[src/rtl/core/lbo_pkg.sv]
// shared types, register map and fixed-point helpers for the layer blender
package lbo_pkg;

  // apb register map
  localparam int unsigned AddrW   = 4;
  localparam int unsigned DataW   = 32;
  localparam int unsigned RegIdxW = 2;

  localparam logic [RegIdxW-1:0] RegOpacity   = 2'd0;
  localparam logic [RegIdxW-1:0] RegBlendMode = 2'd1;
  localparam logic [RegIdxW-1:0] RegVisible   = 2'd2;

  localparam int unsigned ByteW   = 8;
  localparam int unsigned WeightW = 16;

  localparam logic [ByteW-1:0] OpacityReset = 8'd255;
  localparam logic [ByteW-1:0] ByteMax      = 8'd255;
  localparam logic [63:0]      ByteRound    = 64'd127;

  // 2.30 fixed point unity
  localparam logic [63:0] QOne = 64'd1 << 30;

  typedef enum logic [1:0] {
    BlendNormal   = 2'd0,
    BlendMultiply = 2'd1,
    BlendScreen   = 2'd2,
    BlendAdd      = 2'd3
  } blend_mode_e;

  typedef struct packed {
    logic [ByteW-1:0] opacity;
    blend_mode_e      mode;
    logic             visible;
  } cfg_t;

  function automatic logic [63:0] qmul(logic [63:0] a, logic [63:0] b);
    return (a * b + (QOne >> 1)) >> 30;
  endfunction

  function automatic logic [63:0] qpow5(logic [63:0] y);
    logic [63:0] y2;
    y2 = qmul(y, y);
    return qmul(qmul(y2, y2), y);
  endfunction

  function automatic logic [63:0] qpow12(logic [63:0] y);
    logic [63:0] y2;
    logic [63:0] y4;
    y2 = qmul(y, y);
    y4 = qmul(y2, y2);
    return qmul(qmul(y4, y4), y4);
  endfunction

  // largest y in [0, 1] with y^5 (or y^12) not above target, table build only
  function automatic logic [63:0] qroot(logic [63:0] target, logic twelve);
    logic [63:0] lo;
    logic [63:0] hi;
    logic [63:0] mid;
    logic [63:0] p;
    lo = '0;
    hi = QOne;
    for (int it = 0; it < 32; it++) begin
      if (lo < hi) begin
        mid = (lo + hi + 64'd1) >> 1;
        p   = twelve ? qpow12(mid) : qpow5(mid);
        if (p <= target) lo = mid;
        else hi = mid - 64'd1;
      end
    end
    return lo;
  endfunction

  // floor(x / (2^n - 1)) for x below 2^(3n): shift estimate plus one correction
  function automatic logic [63:0] div_m1(logic [63:0] x, int unsigned n);
    logic [63:0] m;
    logic [63:0] q;
    logic [63:0] back;
    m    = (64'd1 << n) - 64'd1;
    q    = (x + (x >> n) + (x >> (2 * n)) + 64'd1) >> n;
    back = (q << n) - q;
    if (back > x) q = q - 64'd1;
    else if ((x - back) >= m) q = q + 64'd1;
    return q;
  endfunction

endpackage

[src/rtl/core/lbo_cfg.sv]
// apb register file: opacity, blend mode and visibility
module lbo_cfg (
  input  logic                      clk_i,
  input  logic                      rst_ni,
  input  logic                      psel,
  input  logic                      penable,
  input  logic                      pwrite,
  input  logic [lbo_pkg::AddrW-1:0] paddr,
  input  logic [lbo_pkg::DataW-1:0] pwdata,
  output logic [lbo_pkg::DataW-1:0] prdata,
  output logic                      pready,
  output lbo_pkg::cfg_t             cfg_o
);
  import lbo_pkg::*;

  cfg_t               cfg_q;
  logic               wr_en;
  logic [RegIdxW-1:0] reg_idx;

  assign pready  = 1'b1;
  assign wr_en   = psel && penable && pwrite;
  assign reg_idx = paddr[AddrW-1:2];
  assign cfg_o   = cfg_q;

  always_ff @(posedge clk_i or negedge rst_ni) begin
    if (!rst_ni) begin
      cfg_q.opacity <= OpacityReset;
      cfg_q.mode    <= BlendNormal;
      cfg_q.visible <= 1'b1;
    end else if (wr_en) begin
      case (reg_idx)
        RegOpacity:   cfg_q.opacity <= pwdata[ByteW-1:0];
        RegBlendMode: cfg_q.mode    <= blend_mode_e'(pwdata[1:0]);
        RegVisible:   cfg_q.visible <= pwdata[0];
        default: begin
        end
      endcase
    end
  end

  always_comb begin
    case (reg_idx)
      RegOpacity:   prdata = DataW'(cfg_q.opacity);
      RegBlendMode: prdata = DataW'(cfg_q.mode);
      RegVisible:   prdata = DataW'(cfg_q.visible);
      default:      prdata = '0;
    endcase
  end

endmodule

[config.mk]
export PLATFORM = sky130hd
export DESIGN_NAME = lbo_cfg
export DESIGN_NICKNAME = d
export VERILOG_FILES = /design/src/rtl/core/lbo_pkg.sv /design/src/rtl/core/lbo_cfg.sv
export SDC_FILE = /design/constraint.sdc
export NUM_CORES = 1
export LEC_CHECK = 0
export BUFFER_PORTS_ARGS = -buffer_cell sky130_fd_sc_hd__buf_4
export CELL_PAD_IN_SITES_DETAIL_PLACEMENT = 1
export CELL_PAD_IN_SITES_GLOBAL_PLACEMENT = 2
export CORE_MARGIN = 3
export CORE_UTILIZATION = 17
export CTS_CLUSTER_SIZE = 20
export DETAILED_ROUTE_END_ITERATION = 10
export GPL_TIMING_DRIVEN = 0
export PLACE_DENSITY_LB_ADDON = 0.1
export RECOVER_POWER = 25
export SLEW_MARGIN = 0
export SYNTH_ARGS = -nofsm -noshare
export SYNTH_HDL_FRONTEND = slang
export SYNTH_SLANG_ARGS = --single-unit
[constraint.sdc]
create_clock -name clk_i -period 2.2 [get_ports clk_i]
set_input_delay 0.11 -clock clk_i [delete_from_list [all_inputs] [get_ports clk_i]]
set_output_delay 0.11 -clock clk_i [all_outputs]
set_load 0.01 [all_outputs]
# --- After elaboration in Yosys (flattened, before gate mapping) ---
# Cells that the tools add are included.
totals:
  ff_bits: 11
  in_bits: 41
  output_inout_bits: 44
  elab_cells: 12
op_classes:
  eq_ne: 2
  mux: 1
  reduce_logical: 6
op_table:
  columns: ["cell", "count"]
  rows:
  - ["case mux 8 bit (3 select lines)", 1]
  - ["AND reduction 2 bit", 3]
  - ["equality test 2 x 1 -> 1 bit, second input constant", 1]
  - ["equality test 2 bit, second input constant", 1]
  - ["logical AND 1 bit", 2]
  - ["zero test 2 bit", 1]

# --- Logic depth before layout (Yosys ltp) ---
# Gate-level depths: netlist of the first run.
logic_depth:
  ltp_word: 3
  depth_mapped: 3
  mapped_depth_nobuf: 3

# --- Least setup slack after synthesis of the first run ---
# OpenSTA, ideal clock, no wires.
synth_path:
  kind: "input to register"
  startpoint: "input pwrite"
  endpoint: "register cfg_q, in the netlist cfg_o[1]"
  setup_ns: 0.125
  arrival_time_ns: 0.899
  required_ns: 2.075
  path_slack_ns: 1.176
  cell_stages: 3
  path_buffers: 0
  cell_sequence: "nand3_1 -> nor3b_1 -> mux2_2"
synth_via:
  elab_chain_len: 2
synth_lines:
  columns: ["element", "line_no", "source"]
  rows:
  - ["from (decl)", "lbo_cfg.sv:7", "input logic pwrite,"]
  - ["logical AND 1 bit", "lbo_cfg.sv:21", "assign wr_en = psel && penable && pwrite;"]
  - ["AND reduction 2 bit (no line)", null, null]
  - ["to (decl)", "lbo_cfg.sv:16", "cfg_t cfg_q;"]
# Every way passes these cells.
# A chain may end at the register's enable or synchronous reset.

# --- Final worst setup path of the first run ---
layout_path:
  startpoint: "register cfg_q, in the netlist cfg_o[3]"
  endpoint: "output prdata[0] in the netlist's numbering"
layout_via:
  elab_chain_len: 1
layout_lines:
  columns: ["element", "line_no", "source"]
  rows:
  - ["case mux 8 bit (3 select lines)", "lbo_cfg.sv:42", "case (reg_idx)"]
  - ["to (decl)", "lbo_cfg.sv:10", "output logic [lbo_pkg::DataW-1:0] prdata,"]
# Every way passes these cells.

==> results of run 1 <==
worst min-delay path by stage:
stage,endpoint,cells past startpoint
2_1_floorplan,cfg_o[1],0
3_3_place_gp,cfg_o[2],1
3_5_place_dp,cfg_o[2],1
4_1_cts,cfg_o[8],2
5_1_grt,cfg_o[5],2
6_report,cfg_o[5],2
final cells by class:
| cell class | count | area, µm² |
|---|---|---|
| Buffer | 26 | 199 |
| Clock buffer | 4 | 45.0 |
| Fill cell | 490 | 2920 |
| Multi-Input combinational cell | 52 | 332 |
| Sequential cell | 11 | 287 |
| Tap cell | 50 | 62.6 |
| Timing Repair Buffer | 33 | 246 |
cell usage in the layout, fill, tap and decap left out:
| cell type | Yosys | layout |
|---|---|---|
| dlygate4sd3_1 | 0 | 1 |
| nor2_1 | 2 | 2 |
| nand3b_1 | 1 | 1 |
| conb_1 | 2 | 25 |
| nand3_1 | 1 | 1 |
| o21ai_0 | 1 | 1 |
| mux2_2 | 11 | 11 |
| clkbuf_1 | 0 | 2 |
| nor3_4 | 1 | 1 |
| dfstp_2 | 9 | 9 |
| mux2i_1 | 2 | 2 |
| nor3b_1 | 2 | 2 |
| clkbuf_8 | 0 | 3 |
| and2_1 | 6 | 6 |
| dfrtp_1 | 2 | 2 |
| buf_6 | 1 | 1 |
| buf_4 | 25 | 56 |
power breakdown:
| group | total (mW) | leakage (nW) | internal, mW | switching [mW] |
|---|---|---|---|---|
| logic | 0.281 | 0.469 | 0.165 | 0.115 |
| clock network | 0.199 | 0.0228 | 0.127 | 0.0718 |
| registers | 0.314 | 0.119 | 0.279 | 0.0355 |
| total | 0.794 | 0.611 | 0.571 | 0.223 |
what timing repair did:
| item | CTS | global route |
|---|---|---|
| endpoints found under the hold margin | 11 | 0 |
| hold buffers | 1 | 0 |
| resized for setup | 0 | 0 |
| buffers inserted | 0 | 0 |
metrics by stage:
stage / cell area, µm² / power, mW / cells / util, %
floorplan: 817 / 0.460 / 89 / -
global placement: 1120 / 0.594 / 171 / 27.4
detailed placement: 1120 / 0.600 / 171 / 27.4
CTS: 1170 / 0.810 / 176 / 28.8
global route: 1170 / 0.851 / 176 / 28.7
finish: 1170 / 0.794 / 176 / 28.7
routing by layer:
layer / wire [µm] / track usage (%) / vias up
met5: 0 / 0 / -
met4: 0 / 1.25 / 0
met3: 209 / 2.81 / 0
met2: 846 / 11.5 / 37
met1: 706 / 8.69 / 267
li1: - / - / 285
cell families after synthesis:
family / after synthesis / share of synthesized area [%]
buffers and inverters: 26 / 27.2
muxes: 13 / 19.7
and+or+nand+nor: 13 / 12.2
DFF: 11 / 39.2
other: 2 / 1.03
AOI/OAI and AO/OA: 1 / 0.684
==> impl_metrics.toml, run 1 <==
[logic_synthesis]
dominantRegCellSynth = "dfstp_2"
async_reset_ff_share_pct = 100
syn-instance-count = 66
post-synth-top-count-cell = "buf_4"
yosysSeqAreaShare_pct = 39.2
synth.largest_area_cell = "dfstp_2"
syn_area_per_cell_um2 = 11.1
synth_top_cells_by_count = "buf_4, mux2_2, dfstp_2"
synthTopCellsByArea = "dfstp_2, buf_4, mux2_2, dfrtp_1, and2_1"
ys_types = 14
syn_area_um2 = 731
synth_largest_type_area_fraction_pct = 32.4
synth_enable_flop_cells = 0
synth-seq-cells = 11
synth_warnings = 0

[floorplanning]
die-height_um = 71.6
placement_rows = 23
area_of_the_core_um2 = 4090
die_area_um2 = 5120
start_util_pct = 17.9
design.portCount = 85
die_w_um = 71.6

[sta]
finalSetupViolCount = 0
min_hold_slack_ns = 0.114
fmax_mhz = 819
worst_clock_skew_ns = 0
tightest_slew_ns = 0.648
totalNegativeSetupSlack_ns = 0
unrepaired_setup_endpoints_after_global_routing = "false"
max-slew-margin-rel_pct = 56.8
postLayoutSetupSlackWorst_ns = 0.979
period_share_pct = 55.5
report.final.slew_viol_count = 0
timing_hold_violations_final = 0
final_period_minus_worst_setup_slack_ns = 1.22

[cts]
clkSinkCount = 11
path_clk_slew_ns = 0.05
clk_path_buf_depth = 2
cts_tree = "built"
cts_buffers = 3
clock_latency_on_the_worst_skew_pair_ns = 0.23
ctsHtreeMaxLevel = 1
cts_root_buffer = "clkbuf_8"

[cells_and_area]
largest_register_ff_count = 11
final_net_count = 168
layout-area-overhead-vs-synth_pct = 60.3
antenna-diode-count = 0
drive_gt1_share_pct = 64.3

[routing]
routed_wire_length_per_instance_um = 10.0
dr.first_iter.drc_count = 10
vias_per_cell = 3.35
remaining_drc_errors = 0
first_pass_iters = 2
route.antenna.remaining_nets = 0
detailroute.via_count = 589
routed_wirelength_mm = 1.76

[worst_setup_path]
worst_setup_path_end_kind = "output port"
worstSetupStartpoint = "cfg_o[3]"
critical_path.n_buffers_inverters = 1
critical_path_required_ns = 2.09
r2r-end = "cfg_o[1]"
worst_r2r_path_depth = 1
critical-path-top-delay-family = "flip-flops"
crit_path_depth = 3
kind_of_critical_path = "reg -> out"
rr_startpoint = "cfg_o[1]"
reg2reg_setup_slack_ns = 1.42
critical-path-max-stage-delay_ns = 0.54
setup.worst_path.end = "prdata[0]"
timing.critical_path.fanout_max = 3
crit_path_cell_trace = "mux2i_1, o21ai_0, buf_4"
critical_path_cell_with_the_highest_stage_delay = "dfstp_2"
start_kind = "flop"
worstPathArrival_ns = 1.11

[place]
io_buffers = 32
finalWeightedCongestion = 0.652
dp.final_hpwl_mm = 1.46
pre_cts_slack_ns = 0.917

[power_and_ir_drop]
pwr_density_cell_nw_per_um2 = 678
max-vdd-ir-drop_mv = 0.383
power_leakage_nw = 0.611

[grt]
grt_max_degree = 12
grt_overflow_total = 0
antenna_found_initial = 0
first_pass_grt_wire_length_mm = 2.84
grt_util_all_layers_pct = 6.99
first_global_vias = 614

[flow_run]
cap_viol_max_count = 0

[outcome]
status = "completed"

[hold_path]
holdCritStartpoint = "pwdata[2]"
timing.hold.worst.class = "in -> reg"
(Power assumes the default switching activity.)
==> run 2: changes to the inputs <==
- CORE_UTILIZATION: 17 -> 16
- clock period: 2.2 -> 1.2 ns (I/O delays scaled with it)
==> run 2 against run 1 <==
Against the previous run: critical path depth unchanged; sequential cell count did not move; sequential power increased by 83%; combinational power up 84%; clock-buffer cell count unchanged; clock skew unchanged; die area rose by 5.7%; total power increased by 83%; largest cell class unchanged.
==> impl_metrics.toml, run 2 (synthesis gave the netlist of run 1 again) <==
[outcome]
status = "completed"

[cts]
post-cts-setup-buffer-count = 0
cts_root_buffer = "clkbuf_8"
path_clk_slew_ns = 0.05
clk_path_buf_depth = 2
clock_latency_on_the_worst_skew_pair_ns = 0.23
cts_buffers = 3
clkSinkCount = 11
ctsHtreeMaxLevel = 1
cts_tree = "built"

[sta]
period_share_pct = 95.3
min_hold_slack_ns = 0.0560
finalSetupViolCount = 0
report.final.slew_viol_count = 0
max-slew-margin-rel_pct = 58.2
final_period_minus_worst_setup_slack_ns = 1.14
fmax_mhz = 874
postLayoutSetupSlackWorst_ns = 0.0558
tightest_slew_ns = 0.627
worst_clock_skew_ns = 0
timing_hold_violations_final = 0
unrepaired_setup_endpoints_after_global_routing = "true"

[floorplanning]
design.portCount = 85
placement_rows = 23
die_w_um = 73.6
start_util_pct = 17.4
die_area_um2 = 5410
area_of_the_core_um2 = 4200
die-height_um = 73.6

[power_and_ir_drop]
max-vdd-ir-drop_mv = 0.669
p_int_mw = 1.05
netSwitchingFraction_pct = 28.0
clkPwrFrac_pct = 25.1
totalPowerFinal_mw = 1.46
power_leakage_nw = 0.611
seq_pwr_share_pct = 39.5
pwr_density_cell_nw_per_um2 = 1240
power_frac_comb_pct = 35.4
p_sw_mw = 0.408

[worst_setup_path]
critical_path_required_ns = 1.14
worstPathArrival_ns = 1.08
timing.critical_path.fanout_max = 3
rr_startpoint = "cfg_o[2]"
worst_r2r_path_depth = 1
kind_of_critical_path = "reg -> out"
reg2reg_setup_slack_ns = 0.43
start_kind = "flop"
worst_setup_path_end_kind = "output port"
r2r-end = "cfg_o[2]"

[grt]
antenna_found_initial = 0
grt_util_all_layers_pct = 6.20
first_global_vias = 563
grt_overflow_total = 0
grt_max_degree = 12
first_pass_grt_wire_length_mm = 2.53

[place]
pre_cts_slack_ns = -0.0252
dp.final_hpwl_mm = 1.48
io_buffers = 32
numPlacedInstances = 171
finalWeightedCongestion = 0.635

[routing]
first_pass_iters = 2
routed_wirelength_mm = 1.76
remaining_drc_errors = 0
route.antenna.remaining_nets = 0
dr.first_iter.drc_count = 9
detailroute.via_count = 576
routed_wire_length_per_instance_um = 9.99
vias_per_cell = 3.27

[cells_and_area]
instances_no_fill = 176
drive_gt1_share_pct = 64.3
final_net_count = 168
n_fill_cell = 486
final_cell_mix = "buf_4, conb_1, mux2_2"
antenna-diode-count = 0
layout-area-overhead-vs-synth_pct = 60.3
most_common_cell_after_layout_fill_and_taps_aside = "buf_4"
largest_register_ff_count = 11

[hold_path]
timing.hold.worst.class = "in -> reg"
holdCritStartpoint = "pwdata[5]"
hold_path_depth = 2
worstHoldEndpoint = "cfg_o[8]"

[flow_run]
cap_viol_max_count = 0
-- run 2: how the worst max path moves through the flow --
stage               startpoint        end  slack, ns  cells past startpoint
global route          cfg_o[3]  prdata[0]     -0.007                      3
CTS                   cfg_o[3]  prdata[0]       0.03                      3
detailed placement      pwrite   cfg_o[7]      -0.03                      4
finish                cfg_o[3]  prdata[0]       0.06                      3
global placement        pwrite   cfg_o[3]     -0.009                      4
floorplan               pwrite   cfg_o[1]       0.23                      3
-- run 2: area by class of cell --
cell class / count / area [µm²] / area share, %
multi-input combinational: 52 / 332 / 28.3
timing repair buffer: 33 / 246 / 21.0
clock buffer: 4 / 45.0 / 3.85
sequential: 11 / 287 / 24.5
tap: 50 / 62.6 / 5.34
buffer: 26 / 199 / 17.0
-- run 2: critical path, stage by stage (launching register included) --
cell     delay (ns)
dfstp_2        0.53
mux2i_1        0.07
o21ai_1        0.12
buf_4          0.13
-- run 2: what timing repair did --
action | in CTS | in global routing
cloned | 0 | 0
hold buffers | 1 | 0
pin swaps | 0 | 0
endpoints found under the setup margin | 1 | 1
resized for setup | 1 | 0
hold endpoints to repair | 11 | 0
-- run 2: power groups by stage --
stage                     sequential, mW  combinational (mW)  clock [mW]
final                              0.575               0.516       0.365
after global routing               0.591               0.561       0.402
after CTS                          0.579               0.525       0.390
after detailed placement           0.580               0.520           0
after global placement             0.576               0.515           0
after floorplan                    0.613               0.231           0
-- run 2: routing by layer --
metal	vias to the layer above	routed length [µm]	global-route usage (%)
met5	-	0	0
met4	0	17	2.41
met3	2	220	2.74
met2	37	864	10.2
met1	251	656	6.97
li1	286	-	-
-- run 2: through the flow --
step	utilization, %	setup TNS (ns)	cell area (µm²)
floorplan	-	0	817
global placement	26.7	-0.0620	1120
detailed placement	26.7	-0.198	1120
CTS	28.0	0	1170
global route	27.9	-0.00693	1170
finish	27.9	0	1170
